### src/rtl/pkst_pkg.sv
`default_nettype none
// ----------------------------------------------------------------------------
// pkst_pkg
// shared codes and types of the pair keyed state table
// ----------------------------------------------------------------------------
package pkst_pkg;

    localparam int ACTION_BITS = 3;
    localparam int STATUS_BITS = 2;
    localparam int STATE_BITS  = 2;

    typedef logic [ACTION_BITS-1:0] t_action;
    typedef logic [STATUS_BITS-1:0] t_status;
    typedef logic [STATE_BITS-1:0]  t_code;

    localparam t_action ACT_SET       = 3'd0;
    localparam t_action ACT_QUERY     = 3'd1;
    localparam t_action ACT_RM_PLAYER = 3'd2;
    localparam t_action ACT_RM_ENTITY = 3'd3;
    localparam t_action ACT_CLEAR     = 3'd4;

    localparam t_status ST_OK        = 2'd0;
    localparam t_status ST_NOT_READY = 2'd1;
    localparam t_status ST_INVALID   = 2'd2;
    localparam t_status ST_FULL      = 2'd3;

    // result of comparing one stored record against the item keys
    typedef struct packed {
        logic used;
        logic pair_hit;
        logic player_hit;
        logic entity_hit;
    } t_cmp;

endpackage
`default_nettype wire

### src/rtl/pkst_item_if.sv
`default_nettype none
// ----------------------------------------------------------------------------
// pkst_item_if
// request channel: one action with its keys and new state
// ----------------------------------------------------------------------------
interface pkst_item_if #(
    parameter int PLAYER_BITS = 8,
    parameter int ENTITY_BITS = 32
);
    logic                   valid;
    logic                   ready;
    pkst_pkg::t_action      action;
    logic [PLAYER_BITS-1:0] player_key;
    logic [ENTITY_BITS-1:0] entity_key;
    pkst_pkg::t_code        new_state;

    modport source (output valid, output action, output player_key,
                    output entity_key, output new_state, input ready);
    modport sink   (input valid, input action, input player_key,
                    input entity_key, input new_state, output ready);
endinterface
`default_nettype wire

### src/rtl/pkst_res_if.sv
`default_nettype none
// ----------------------------------------------------------------------------
// pkst_res_if
// response channel: status, state read and record count
// ----------------------------------------------------------------------------
interface pkst_res_if #(
    parameter int COUNT_BITS = 7
);
    logic                  valid;
    logic                  ready;
    pkst_pkg::t_status     status;
    pkst_pkg::t_code       read_state;
    logic [COUNT_BITS-1:0] entry_count;

    modport source (output valid, output status, output read_state,
                    output entry_count, input ready);
    modport sink   (input valid, input status, input read_state,
                    input entry_count, output ready);
endinterface
`default_nettype wire

### src/rtl/pkst_cfg_if.sv
`default_nettype none
// ----------------------------------------------------------------------------
// pkst_cfg_if
// configuration write channel for the enable register
// ----------------------------------------------------------------------------
interface pkst_cfg_if;
    logic valid;
    logic ready;
    logic data;

    modport source (output valid, output data, input ready);
    modport sink   (input valid, input data, output ready);
endinterface
`default_nettype wire

### src/rtl/pkst_mem.sv
`default_nettype none
// ----------------------------------------------------------------------------
// pkst_mem
// record store: one write port, one registered read port
// ----------------------------------------------------------------------------
module pkst_mem #(
    parameter int DEPTH = 64,
    parameter int WIDTH = 43,
    localparam int AW   = $clog2(DEPTH)
) (
    input  wire logic             i_clk,
    input  wire logic             i_we,
    input  wire logic [AW-1:0]    i_waddr,
    input  wire logic [WIDTH-1:0] i_wdata,
    input  wire logic             i_re,
    input  wire logic [AW-1:0]    i_raddr,
    output logic      [WIDTH-1:0] o_rdata
);

    logic [WIDTH-1:0] r_mem [DEPTH];

    always_ff @(posedge i_clk) begin
        if (i_we) begin
            r_mem[i_waddr] <= i_wdata;
        end
    end

    always_ff @(posedge i_clk) begin
        if (i_re) begin
            o_rdata <= r_mem[i_raddr];
        end
    end

endmodule
`default_nettype wire

### src/rtl/pkst_cmp.sv
`default_nettype none
// ----------------------------------------------------------------------------
// pkst_cmp
// key compare unit shared by every slot of the scan
// ----------------------------------------------------------------------------
module pkst_cmp #(
    parameter int PLAYER_BITS = 8,
    parameter int ENTITY_BITS = 32
) (
    input  wire logic                   i_used,
    input  wire logic [PLAYER_BITS-1:0] i_rec_player,
    input  wire logic [ENTITY_BITS-1:0] i_rec_entity,
    input  wire logic [PLAYER_BITS-1:0] i_key_player,
    input  wire logic [ENTITY_BITS-1:0] i_key_entity,
    output pkst_pkg::t_cmp              o_cmp
);

    logic player_eq;
    logic entity_eq;

    assign player_eq        = (i_rec_player == i_key_player);
    assign entity_eq        = (i_rec_entity == i_key_entity);
    assign o_cmp.used       = i_used;
    assign o_cmp.player_hit = i_used && player_eq;
    assign o_cmp.entity_hit = i_used && entity_eq;
    assign o_cmp.pair_hit   = i_used && player_eq && entity_eq;

endmodule
`default_nettype wire

### src/rtl/pair_keyed_state_table.sv
`default_nettype none
// ----------------------------------------------------------------------------
// pair_keyed_state_table
// table of (player, entity) keyed records holding a small state code
// ----------------------------------------------------------------------------
// Set, query and the two removes each walk every slot of the record memory
// once, one slot per clock through its single read port and one key compare
// unit. Clear sweeps the memory one slot per cycle; an item rejected as not
// ready or invalid skips the walk. After reset the block runs a clearing
// pass over every slot before it takes its first item; configuration writes
// are taken at any time. One item is in work at a time; its result sits in
// an output register, so the next item may be accepted before the result is
// taken.
// ----------------------------------------------------------------------------
module pair_keyed_state_table #(
    parameter int TABLE_DEPTH   = 64,
    parameter int PLAYER_BITS   = 8,
    parameter int ENTITY_BITS   = 32,
    parameter int HIGHEST_STATE = 2
) (
    input  wire logic   i_clk,
    input  wire logic   i_rst_n,
    pkst_item_if.sink   i_item,
    pkst_res_if.source  o_res,
    pkst_cfg_if.sink    i_cfg
);

    localparam int AW = $clog2(TABLE_DEPTH);
    localparam int IW = AW + 1;
    localparam int CB = $clog2(TABLE_DEPTH + 1);
    localparam int SB = pkst_pkg::STATE_BITS;
    localparam int RW = 1 + PLAYER_BITS + ENTITY_BITS + SB;

    localparam logic [2:0] S_IDLE   = 3'd0;
    localparam logic [2:0] S_CLR    = 3'd1;
    localparam logic [2:0] S_SCAN   = 3'd2;
    localparam logic [2:0] S_COMMIT = 3'd3;
    localparam logic [2:0] S_DONE   = 3'd4;

    // control
    logic [2:0]              r_state,     n_state;
    logic [IW-1:0]           r_idx,       n_idx;
    logic                    r_vld,       n_vld;
    logic                    r_found,     n_found;
    logic                    r_free,      n_free;
    logic [CB-1:0]           r_count,     n_count;
    logic                    r_enabled,   n_enabled;
    logic                    r_clr_item,  n_clr_item;
    logic                    r_out_valid, n_out_valid;
    // payload
    logic [AW-1:0]           r_chk_addr,   n_chk_addr;
    pkst_pkg::t_action       r_action,     n_action;
    logic [PLAYER_BITS-1:0]  r_player,     n_player;
    logic [ENTITY_BITS-1:0]  r_entity,     n_entity;
    pkst_pkg::t_code         r_ns,         n_ns;
    pkst_pkg::t_status       r_status,     n_status;
    logic [AW-1:0]           r_found_addr, n_found_addr;
    pkst_pkg::t_code         r_found_state, n_found_state;
    logic [AW-1:0]           r_free_addr,  n_free_addr;
    pkst_pkg::t_status       r_out_status, n_out_status;
    pkst_pkg::t_code         r_out_rd,     n_out_rd;
    logic [CB-1:0]           r_out_cnt,    n_out_cnt;

    logic                    mem_we;
    logic [AW-1:0]           mem_waddr;
    logic [RW-1:0]           mem_wdata;
    logic                    mem_re;
    logic [AW-1:0]           mem_raddr;
    logic [RW-1:0]           mem_rdata;
    pkst_pkg::t_cmp          cmp;
    logic                    in_take;
    logic                    set_bad;
    logic                    pair_bad;

    pkst_mem #(
        .DEPTH (TABLE_DEPTH),
        .WIDTH (RW)
    ) u_mem (
        .i_clk   (i_clk),
        .i_we    (mem_we),
        .i_waddr (mem_waddr),
        .i_wdata (mem_wdata),
        .i_re    (mem_re),
        .i_raddr (mem_raddr),
        .o_rdata (mem_rdata)
    );

    pkst_cmp #(
        .PLAYER_BITS (PLAYER_BITS),
        .ENTITY_BITS (ENTITY_BITS)
    ) u_cmp (
        .i_used       (mem_rdata[RW-1]),
        .i_rec_player (mem_rdata[RW-2 -: PLAYER_BITS]),
        .i_rec_entity (mem_rdata[SB +: ENTITY_BITS]),
        .i_key_player (r_player),
        .i_key_entity (r_entity),
        .o_cmp        (cmp)
    );

    assign i_item.ready      = (r_state == S_IDLE);
    assign i_cfg.ready       = 1'b1;
    assign o_res.valid       = r_out_valid;
    assign o_res.status      = r_out_status;
    assign o_res.read_state  = r_out_rd;
    assign o_res.entry_count = r_out_cnt;

    assign in_take  = i_item.valid && (r_state == S_IDLE);
    assign pair_bad = (i_item.player_key == '0) || (i_item.entity_key == '0);
    assign set_bad  = pair_bad || (i_item.new_state > SB'(HIGHEST_STATE));

    always_comb begin
        n_state       = r_state;
        n_idx         = r_idx;
        n_vld         = 1'b0;
        n_found       = r_found;
        n_free        = r_free;
        n_count       = r_count;
        n_enabled     = i_cfg.valid ? i_cfg.data : r_enabled;
        n_clr_item    = r_clr_item;
        n_out_valid   = r_out_valid && !o_res.ready;
        n_chk_addr    = r_chk_addr;
        n_action      = r_action;
        n_player      = r_player;
        n_entity      = r_entity;
        n_ns          = r_ns;
        n_status      = r_status;
        n_found_addr  = r_found_addr;
        n_found_state = r_found_state;
        n_free_addr   = r_free_addr;
        n_out_status  = r_out_status;
        n_out_rd      = r_out_rd;
        n_out_cnt     = r_out_cnt;
        mem_we        = 1'b0;
        mem_waddr     = r_chk_addr;
        mem_wdata     = '0;
        mem_re        = 1'b0;
        mem_raddr     = r_idx[AW-1:0];

        case (r_state)
            S_IDLE: begin
                if (in_take) begin
                    n_action = i_item.action;
                    n_player = i_item.player_key;
                    n_entity = i_item.entity_key;
                    n_ns     = i_item.new_state;
                    n_found  = 1'b0;
                    n_free   = 1'b0;
                    n_idx    = '0;
                    n_status = pkst_pkg::ST_OK;
                    n_state  = S_SCAN;
                    if (!r_enabled) begin
                        n_status = pkst_pkg::ST_NOT_READY;
                        n_state  = S_DONE;
                    end else begin
                        case (i_item.action)
                            pkst_pkg::ACT_SET: begin
                                if (set_bad) begin
                                    n_status = pkst_pkg::ST_INVALID;
                                    n_state  = S_DONE;
                                end
                            end
                            pkst_pkg::ACT_QUERY: begin
                                if (pair_bad) begin
                                    n_status = pkst_pkg::ST_INVALID;
                                    n_state  = S_DONE;
                                end
                            end
                            pkst_pkg::ACT_RM_PLAYER: begin
                                if (i_item.player_key == '0) begin
                                    n_status = pkst_pkg::ST_INVALID;
                                    n_state  = S_DONE;
                                end
                            end
                            pkst_pkg::ACT_RM_ENTITY: begin
                                if (i_item.entity_key == '0) begin
                                    n_status = pkst_pkg::ST_INVALID;
                                    n_state  = S_DONE;
                                end
                            end
                            pkst_pkg::ACT_CLEAR: begin
                                n_clr_item = 1'b1;
                                n_state    = S_CLR;
                            end
                            default: begin
                                n_status = pkst_pkg::ST_INVALID;
                                n_state  = S_DONE;
                            end
                        endcase
                    end
                end
            end
            S_CLR: begin
                mem_we    = 1'b1;
                mem_waddr = r_idx[AW-1:0];
                n_idx     = r_idx + IW'(1);
                if (r_idx == IW'(TABLE_DEPTH - 1)) begin
                    n_count    = '0;
                    n_clr_item = 1'b0;
                    n_state    = r_clr_item ? S_DONE : S_IDLE;
                end
            end
            S_SCAN: begin
                // read one slot ahead, compare the slot read last cycle
                mem_re     = (r_idx != IW'(TABLE_DEPTH));
                n_vld      = mem_re;
                n_chk_addr = r_idx[AW-1:0];
                if (mem_re) begin
                    n_idx = r_idx + IW'(1);
                end else begin
                    n_state = S_COMMIT;
                end
                if (r_vld) begin
                    case (r_action)
                        pkst_pkg::ACT_SET, pkst_pkg::ACT_QUERY: begin
                            if (cmp.pair_hit && !r_found) begin
                                n_found       = 1'b1;
                                n_found_addr  = r_chk_addr;
                                n_found_state = mem_rdata[SB-1:0];
                            end
                            if (!cmp.used && !r_free) begin
                                n_free      = 1'b1;
                                n_free_addr = r_chk_addr;
                            end
                        end
                        pkst_pkg::ACT_RM_PLAYER: begin
                            if (cmp.player_hit) begin
                                mem_we    = 1'b1;
                                mem_wdata = {1'b0, mem_rdata[RW-2:0]};
                                n_count   = r_count - CB'(1);
                            end
                        end
                        pkst_pkg::ACT_RM_ENTITY: begin
                            if (cmp.entity_hit) begin
                                mem_we    = 1'b1;
                                mem_wdata = {1'b0, mem_rdata[RW-2:0]};
                                n_count   = r_count - CB'(1);
                            end
                        end
                        default: begin
                        end
                    endcase
                end
            end
            S_COMMIT: begin
                n_state = S_DONE;
                if (r_action == pkst_pkg::ACT_SET) begin
                    mem_wdata = {1'b1, r_player, r_entity, r_ns};
                    if (r_found) begin
                        mem_we    = 1'b1;
                        mem_waddr = r_found_addr;
                    end else if (r_free) begin
                        mem_we    = 1'b1;
                        mem_waddr = r_free_addr;
                        n_count   = r_count + CB'(1);
                    end else begin
                        n_status = pkst_pkg::ST_FULL;
                    end
                end
            end
            S_DONE: begin
                if (!r_out_valid || o_res.ready) begin
                    n_out_valid  = 1'b1;
                    n_out_status = r_status;
                    n_out_cnt    = r_count;
                    n_out_rd     = '0;
                    if (r_action == pkst_pkg::ACT_QUERY && r_found &&
                        r_status == pkst_pkg::ST_OK) begin
                        n_out_rd = r_found_state;
                    end
                    n_state = S_IDLE;
                end
            end
            default: begin
                n_state = S_IDLE;
            end
        endcase
    end

    always_ff @(posedge i_clk) begin
        if (!i_rst_n) begin
            r_state     <= S_CLR;
            r_idx       <= '0;
            r_vld       <= 1'b0;
            r_found     <= 1'b0;
            r_free      <= 1'b0;
            r_count     <= '0;
            r_enabled   <= 1'b1;
            r_clr_item  <= 1'b0;
            r_out_valid <= 1'b0;
        end else begin
            r_state     <= n_state;
            r_idx       <= n_idx;
            r_vld       <= n_vld;
            r_found     <= n_found;
            r_free      <= n_free;
            r_count     <= n_count;
            r_enabled   <= n_enabled;
            r_clr_item  <= n_clr_item;
            r_out_valid <= n_out_valid;
        end
    end

    always_ff @(posedge i_clk) begin
        r_chk_addr    <= n_chk_addr;
        r_action      <= n_action;
        r_player      <= n_player;
        r_entity      <= n_entity;
        r_ns          <= n_ns;
        r_status      <= n_status;
        r_found_addr  <= n_found_addr;
        r_found_state <= n_found_state;
        r_free_addr   <= n_free_addr;
        r_out_status  <= n_out_status;
        r_out_rd      <= n_out_rd;
        r_out_cnt     <= n_out_cnt;
    end

    a_count_bound: assert property (@(posedge i_clk) disable iff (!i_rst_n)
        r_count <= CB'(TABLE_DEPTH))
        else $error("record count above table depth");

    a_result_from_done: assert property (@(posedge i_clk) disable iff (!i_rst_n)
        $rose(o_res.valid) |-> $past(r_state == S_DONE))
        else $error("result raised outside the done step");

    a_count_moves: assert property (@(posedge i_clk) disable iff (!i_rst_n)
        !$stable(r_count) |-> ($past(r_state) == S_SCAN ||
                               $past(r_state) == S_COMMIT ||
                               $past(r_state) == S_CLR))
        else $error("record count changed outside scan, commit or clear");

    a_scan_write: assert property (@(posedge i_clk) disable iff (!i_rst_n)
        (r_state == S_SCAN && mem_we) |-> r_vld)
        else $error("slot removed without a compared read");

endmodule
`default_nettype wire

### src/flat_wrapper.sv
// flat-port wrapper written by rule: the top's interface ports become plain ports
module pair_keyed_state_table_flat import pkst_pkg::*;
#(
    parameter int TABLE_DEPTH   = 64,
    parameter int PLAYER_BITS   = 8,
    parameter int ENTITY_BITS   = 32,
    parameter int HIGHEST_STATE = 2
)
  (i_clk, i_rst_n, i_item_valid, i_item_action, i_item_player_key, i_item_entity_key, i_item_new_state, i_item_ready, o_res_valid, o_res_status, o_res_read_state, o_res_entry_count, o_res_ready, i_cfg_valid, i_cfg_data, i_cfg_ready);
  pkst_item_if #(.PLAYER_BITS(PLAYER_BITS), .ENTITY_BITS(ENTITY_BITS)) i_item_i ();
  pkst_res_if #(.COUNT_BITS((7))) o_res_i ();
  pkst_cfg_if i_cfg_i ();
  input  wire logic i_clk;
  input  wire logic i_rst_n;
  input wire logic [$bits(i_item_i.valid)-1:0] i_item_valid;
  input wire logic [$bits(i_item_i.action)-1:0] i_item_action;
  input wire logic [$bits(i_item_i.player_key)-1:0] i_item_player_key;
  input wire logic [$bits(i_item_i.entity_key)-1:0] i_item_entity_key;
  input wire logic [$bits(i_item_i.new_state)-1:0] i_item_new_state;
  output wire logic [$bits(i_item_i.ready)-1:0] i_item_ready;
  output wire logic [$bits(o_res_i.valid)-1:0] o_res_valid;
  output wire logic [$bits(o_res_i.status)-1:0] o_res_status;
  output wire logic [$bits(o_res_i.read_state)-1:0] o_res_read_state;
  output wire logic [$bits(o_res_i.entry_count)-1:0] o_res_entry_count;
  input wire logic [$bits(o_res_i.ready)-1:0] o_res_ready;
  input wire logic [$bits(i_cfg_i.valid)-1:0] i_cfg_valid;
  input wire logic [$bits(i_cfg_i.data)-1:0] i_cfg_data;
  output wire logic [$bits(i_cfg_i.ready)-1:0] i_cfg_ready;
  assign i_item_i.valid = i_item_valid;
  assign i_item_i.action = i_item_action;
  assign i_item_i.player_key = i_item_player_key;
  assign i_item_i.entity_key = i_item_entity_key;
  assign i_item_i.new_state = i_item_new_state;
  assign i_item_ready = i_item_i.ready;
  assign o_res_valid = o_res_i.valid;
  assign o_res_status = o_res_i.status;
  assign o_res_read_state = o_res_i.read_state;
  assign o_res_entry_count = o_res_i.entry_count;
  assign o_res_i.ready = o_res_ready;
  assign i_cfg_i.valid = i_cfg_valid;
  assign i_cfg_i.data = i_cfg_data;
  assign i_cfg_ready = i_cfg_i.ready;
  pair_keyed_state_table #(.TABLE_DEPTH(TABLE_DEPTH), .PLAYER_BITS(PLAYER_BITS), .ENTITY_BITS(ENTITY_BITS), .HIGHEST_STATE(HIGHEST_STATE)) u_core (.i_clk(i_clk), .i_rst_n(i_rst_n), .i_item(i_item_i), .o_res(o_res_i), .i_cfg(i_cfg_i));
endmodule
### config.mk
export PLATFORM = sky130hd
export DESIGN_NAME = pair_keyed_state_table_flat
export DESIGN_NICKNAME = d
export VERILOG_FILES = /design/src/rtl/pkst_pkg.sv /design/src/rtl/pkst_item_if.sv /design/src/rtl/pkst_res_if.sv /design/src/rtl/pkst_cfg_if.sv /design/src/rtl/pkst_mem.sv /design/src/rtl/pkst_cmp.sv /design/src/rtl/pair_keyed_state_table.sv /design/src/flat_wrapper.sv
export SDC_FILE = /design/constraint.sdc
export NUM_CORES = 2
export LEC_CHECK = 0
export BUFFER_PORTS_ARGS = -buffer_cell sky130_fd_sc_hd__buf_2
export CORE_MARGIN = 5
export CORE_UTILIZATION = 47
export CTS_CLUSTER_DIAMETER = 100
export CTS_CLUSTER_SIZE = 24
export DETAILED_ROUTE_END_ITERATION = 6
export PLACE_DENSITY = 0.68
export SYNTH_ARGS = -nofsm -noshare
export SYNTH_HDL_FRONTEND = slang
export SYNTH_SLANG_ARGS = --single-unit
### constraint.sdc
create_clock -name i_clk -period 11.45 [get_ports i_clk]
set_clock_uncertainty 0.2 [all_clocks]
set_input_delay 2.29 -clock i_clk [delete_from_list [all_inputs] [get_ports i_clk]]
set_output_delay 2.29 -clock i_clk [all_outputs]
set_load 0.005 [all_outputs]
======== After elaboration in Yosys (flattened, before gate mapping) ========
Memories as Yosys holds them, arrays and structs flattened. A register that Yosys moved wholly into a read port is not among the register bits.
Cells that the tools add are included.
operators by class
  $add $sub $neg .......................... 3
  order comparisons ....................... 1
  eq/ne operators ......................... 33
  multiplexer cells ....................... 72
  reduce and logical (&&, ||, !) cells .... 40
operators by type and width
  kind                                            number
  case mux 43 bit (2 select lines)                2
  two-way mux 43 bit                              2
  two-way mux 42 bit                              2
  two-way mux 7 bit                               9
  case mux 7 bit (3 select lines)                 2
  == test 32 bit                                  1
  zero test 32 bit                                1
  two-way mux 3 bit                               10
  case mux 3 bit (5 select lines)                 2
  two-way mux 1 bit                               22
  != test 2 x 1 -> 1 bit (second input constant)  11
  AND reduction 5 bit                             4
  == test 3 x 2 -> 1 bit (second input constant)  6
  two-way mux 2 bit                               9
  two-way mux 6 bit                               3
  adder 7 x 1 -> 7 bit (second input constant)    2
  case mux 7 bit (2 select lines)                 1
  case mux 6 bit (2 select lines)                 1
  AND reduction 4 bit                             3
  case mux 2 bit (5 select lines)                 1
  == test 3 x 1 -> 1 bit (second input constant)  3
  logical AND 1 bit                               9
  zero test 3 bit                                 3
  != test 3 x 2 -> 1 bit (second input constant)  3
  other kinds (20)                                37
word-level totals
  register bits ........................... 101
  memory bits (writable) .................. 2752
  bits of input ports ..................... 51
  output and inout bits ................... 14
  logic and storage cells ................. 171
  memories ................................ 1
memory list
  memory              words  bits a word  rd ports  clocked after memory_dff  wr ports  RTL line        text
  u_core.u_mem.r_mem  64     43           1         1                         1         pkst_mem.sv:20  logic [WIDTH-1:0] r_mem [DEPTH];

======== Depth between registers and ports, before layout ========
  word-level depth ........................ 8
  depth in mapped cells ................... 12
  depth with buffers taken out ............ 9

======== Hierarchy ========
A second synthesis with hierarchy kept.
unflattened totals
  cells, all modules ...................... 4877
  area total of the unflattened synthesis .. 110955.2 um^2
by module, submodules not included
  module                  instances  cells each  area an instance (um^2)  seq. area each (um^2)
  pkst_mem                1          4428        105730.2                 83930.5
  pair_keyed_state_table  1          391         4760.8                   2802.7
  pkst_cmp                1          58          464.2                    0.0

======== Least setup slack after synthesis ========
No wires, ideal clock.
  kind .................................... register to register
  start point ............................. reg u_core.r_state[1]
  end point ............................... mem u_core.u_mem.r_mem[32][0] (enable)
  library setup time ...................... 0.550 ns
  arrival ................................. 6.371 ns
  data required time ...................... 10.700 ns
  path slack .............................. 4.329 ns
  stages on the path, launching flop included .. 9
  buffers on the path ..................... 3
  clock period less this slack ............ 7.121 ns
  cells stage by stage .................... dfxtp_1 -> clkbuf_1 -> nor3b_1 -> nand4b_1 -> nand2b_1 -> o211a_1 -> buf_6 -> buf_6 -> nor4_1
between the ends
  longest elaborated chain between the ends .. 4
  elaborated cells between the ends (all ways) .. 7
ends and longest elaborated chain
  element                                                                  RTL line                       text
  start, declared                                                          pair_keyed_state_table.sv:41   logic [2:0] r_state, n_state;
  start signal, assigned                                                   pair_keyed_state_table.sv:291  r_state <= n_state;
  == test 3 x 2 -> 1 bit / == test 3 x 1 -> 1 bit (equally long branches)  pair_keyed_state_table.sv:139  case (r_state)
  case mux 1 bit (3 select lines)                                          pair_keyed_state_table.sv:139
  two-way mux 1 bit                                                        pkst_mem.sv:23                 if (i_we) begin
  two-way mux 1 bit (implied by the code)                                  pkst_mem.sv:24                 r_mem[i_waddr] <= i_wdata;
  end, declared                                                            pkst_mem.sv:20
Parallel ways exist; a longest one is shown, timed or not.

======== Final worst setup path ========
  start point ............................. reg u_core.u_mem.o_rdata[5] (read register of u_core.u_mem.r_mem)
  end point ............................... mem u_core.u_mem.r_mem[60][11] (enable)
between the ends
  longest elaborated chain between the ends .. 8
ends and longest elaborated chain
  element                                  RTL line                       text
  start, declared                          pkst_mem.sv:17                 output logic [WIDTH-1:0] o_rdata
  == test 32 bit                           pkst_cmp.sv:22                 assign entity_eq = (i_rec_entity == i_key_entity);
  logical AND 1 bit                        pkst_cmp.sv:25                 assign o_cmp.entity_hit = i_used && entity_eq;
  two-way mux 1 bit                        pair_keyed_state_table.sv:233  if (cmp.entity_hit) begin
  case mux 1 bit (2 select lines)          pair_keyed_state_table.sv:213  case (r_action)
  two-way mux 1 bit                        pair_keyed_state_table.sv:212  if (r_vld) begin
  case mux 1 bit (3 select lines)          pair_keyed_state_table.sv:139
  two-way mux 1 bit                        pkst_mem.sv:23
  two-way mux 1 bit (implied by the code)  pkst_mem.sv:24
No other way between the ends.

==> results.txt <==
----------------------------------------------------
[Cells and area]
  Area growth from synthesis to final layout ... 8.30%
  Area taken by flip-flops and latches ... 86800 sq um
  Finished Cell Area ... 120000 sq um
  Share of final-layout standard cells stronger than drive strength 1 ... 0.304
  Total Nets Final ... 4696
  Area of combinational cells with multiple inputs ... 23600 sq um
  Number of fill cells in the layout ... 17864

[Placed design]
  Final HPWL DP ... 157000 um
  Placed cell areas ... 116000 sq um
  Port Buffers ... 63
  Gp weighted congestion ... 0.937

[Timing]
  Min Tclk post-route ... 5.73 ns
  Max Transition Viols Final ... 0
  Slew HR ... 0.0560
  Final setup TNS ... 0 ns
  Unrepaired setup endpoints after global routing ... no
  Transition time at the pin with the least slew margin ... 1.41 ns
  Final clock period utilization by the worst path ... 0.501
  Setup Viol. Count Final ... 0
  Final hold viol count ... 0
  Fmax ... 174 MHz

[Global routing]
  Maximum number of pins on one net before global-route repair ... 150
  Grt peak-use layer ... met2
  Via count of the first global-routing pass ... 50468
  Global routing met1 resource utilization ... 0.333
  Met2 layer usage reported by global route ... 0.362
  Global Route met3 Usage ... 0.0648
  Wire length of the first global-routing pass ... 405000 um
  GRT overflow ... 0
  Total track usage ... 0.237
  Number of antenna violations at the first check in global routing ... 9

[Clock tree]
  Clk_lat worst skew ... 0.83 ns
  Number of buffers on the longest clock path ... 3
  Cts repair resizes ... 0
  H-Tree Depth ... 4
  Post-CTS setup buffer count ... 0
  Clock tree from TritonCTS ... yes
  Reg clk slew, reported paths ... 0.10 ns
  Number of buffers inserted during clock tree synthesis ... 139
  Root Buffer ... sky130_fd_sc_hd__clkbuf_16
  # clock sinks ... 2896
  Post-cts hold buffer count ... 0

[Logic synthesis]
  Post-synthesis area per instance ... 24.8 sq um
  Synth cell count leaders ... 2873 x sky130_fd_sc_hd__edfxtp_1, 903 x sky130_fd_sc_hd__mux4_2, 144 x sky130_fd_sc_hd__clkbuf_1
  Cell area after technology mapping ... 111000 sq um
  Number of instances in the synthesized netlist ... 4473
  Top-area cell type share of the netlist area ... 0.777
  Primary flip-flop cell chosen by synthesis mapping ... sky130_fd_sc_hd__edfxtp_1
  Number of warnings reported in the yosys synthesis log ... 0
  Register bit count reported by yosys ... 2896
  Most numerous cell in the Yosys netlist ... sky130_fd_sc_hd__edfxtp_1
  Number of flops mapped to enable cells by yosys ... 2873
  Sequential fraction of the synthesis area ... 0.781
  Ranking of synthesized cells by area ... sky130_fd_sc_hd__edfxtp_1 78%, sky130_fd_sc_hd__mux4_2 18%, sky130_fd_sc_hd__clkbuf_1 0.49%
  Largest area contributor in the synthesized netlist ... sky130_fd_sc_hd__edfxtp_1
  Unique masters post-synth ... 57
  Share of flip-flops with an asynchronous set or reset after synthesis ... 0
  Synthesized netlist net count ... 4532

[Setup path]
  Crit. End Element ... register
  Biggest fanout along the worst timing path ... 64
  Data arrival time of the critical path ... 5.97 ns
  Required arrival time at the worst endpoint ... 11.69 ns
  Category of the worst setup path launch point ... register
  Setup CP Type ... reg -> reg

[Power]
  Worst ir drop on vdd ... 0.000178 V
  Power Dens Cells ... 149 nW/um^2
  Leak ... 0.0379 uW

[Drt]
  Post-detailed-route wirelength per cell ... 37.3 um
  Number of violations reported at the end of detailed-routing iteration 0 ... 8207
  Count of nets left with antenna violations after detail routing ... 0
  Vias after detailed routing ... 52040
  Total wirelength of the detailed-routed design ... 292000 um
  Number of optimization iterations in the first detailed-route pass ... 6
  Ratio of routed vias to standard cells ... 6.64
  Drt drc ... 0

[Floorplan]
  Height of the chip ... 496 um
  Full die area ... 246000 sq um
  Core Region ... 235000 sq um
  Standard-cell row count ... 178
  Number of ports placed on the die boundary ... 65
  Width of the die ... 496 um
  Initial core utilization ... 0.472

[Job]
  Number of max-cap violations ... 0

[Run status]
  Status ... completed

[Worst hold path]
  Worst min path class ... reg -> reg

----------------------------------------------------
worst paths after layout:
kind         cells past startpoint                    start                    endpoint  slack [ns]
max                              9  u_core.u_mem.o_rdata[5]  u_core.u_mem.r_mem[60][11]        5.72
min                              2        u_core.r_clr_item           u_core.r_clr_item        0.30
max reg2reg                      9  u_core.u_mem.o_rdata[5]  u_core.u_mem.r_mem[60][11]        5.72
min reg2reg                      2        u_core.r_clr_item           u_core.r_clr_item        0.30
cells by family after synthesis:
family | Yosys count | share of synthesized area
DFF | 2896 | 0.781
buffers and inverters | 260 | 0.00997
other | 1 | 0.0000338
muxes | 917 | 0.185
and+or+nand+nor | 223 | 0.0115
adders and majority gates | 8 | 0.000969
xor gates and xnor gates | 48 | 0.00379
AOI/OAI and AO/OA | 120 | 0.00786
power breakdown:
part / internal [uW] / total, uW / switching (uW)
Clock: 2340 / 5470 / 3130
Combinational: 402 / 848 / 446
Sequential: 11500 / 11600 / 29.2
placed cells by master (no fill, tap or decap), drive strengths merged, types with 2 or more instances in the layout:
cell type / count
nand4b: 3
a31oi: 4
mux4: 903
o22ai: 14
clkbuf: 173
inv: 24
clkinv: 3
edfxtp: 2873
nand2b: 8
xnor2: 35
mux2i: 13
nor2: 18
o211a: 2
or4: 5
nor2b: 13
nor4: 77
nor3: 11
nand4: 15
a21o: 5
diode: 6
a21oi: 20
nand2: 43
o21ai: 13
nor3b: 3
o41ai: 3
xor2: 13
nand3b: 3
nand3: 9
dfxtp: 23
and4: 3
o211ai: 3
a21boi: 3
and2: 5
ha: 7
a22o: 42
or3: 2
and3: 4
buf: 266
metrics by stage:
| stage | hold slack [ns] | util | setup slack, ns | power, uW | std cells |
|---|---|---|---|---|---|
| after global routing | 0.353 | 0.511 | 5.71 | 18400 | 7832 |
| after detailed placement | 0.285 | 0.495 | 5.98 | 12600 | 7646 |
| final | 0.302 | 0.511 | 5.72 | 17900 | 7836 |
| after global placement | 0.296 | 0.495 | 5.86 | 12600 | 7646 |
| after CTS | 0.298 | 0.511 | 5.93 | 18000 | 7830 |
| after floorplan | 0.206 | - | 4.33 | 12400 | 4473 |
layer usage:
metal  part of all wire  vias to the layer above
met4              0.041                        6
met3               0.12                      556
met1               0.37                    28417
met5            0.00012                        -
li1                   -                    19688
met2               0.47                     3373
flip-flops by register name, indices dropped and copies added (netlist names), 6 cells and up:
name,count
u_core.u_mem.r_mem,2752
u_core.u_mem.o_rdata,43
u_core.r_entity,32
u_core.r_player,8
u_core.o_res.entry_count,7
u_core.r_count,7
u_core.r_idx,7
u_core.r_chk_addr,6
u_core.r_found_addr,6
u_core.r_free_addr,6
cell type report:
cell class | count | area share
antenna | 6 | 0.000125
clock buffer | 173 | 0.0314
clock inverter | 11 | 0.000885
inverter | 17 | 0.000531
multi-input combinational | 1317 | 0.197
sequential | 2896 | 0.722
tap | 3150 | 0.0328
timing repair buffer | 266 | 0.0160
critical path, cell delays in order, from the launching register on:
cell and delay [ns]:
sky130_fd_sc_hd__edfxtp_1 0.59, sky130_fd_sc_hd__xnor2_1 0.62, sky130_fd_sc_hd__nand4_1 0.41, sky130_fd_sc_hd__or4_1 0.60
sky130_fd_sc_hd__or4_1 0.53, sky130_fd_sc_hd__o211a_4 0.26, sky130_fd_sc_hd__buf_4 0.42, sky130_fd_sc_hd__nor4_2 0.43
sky130_fd_sc_hd__buf_4 0.40, sky130_fd_sc_hd__buf_4 0.62
No activity file was read; power rests on OpenSTA's default activity.
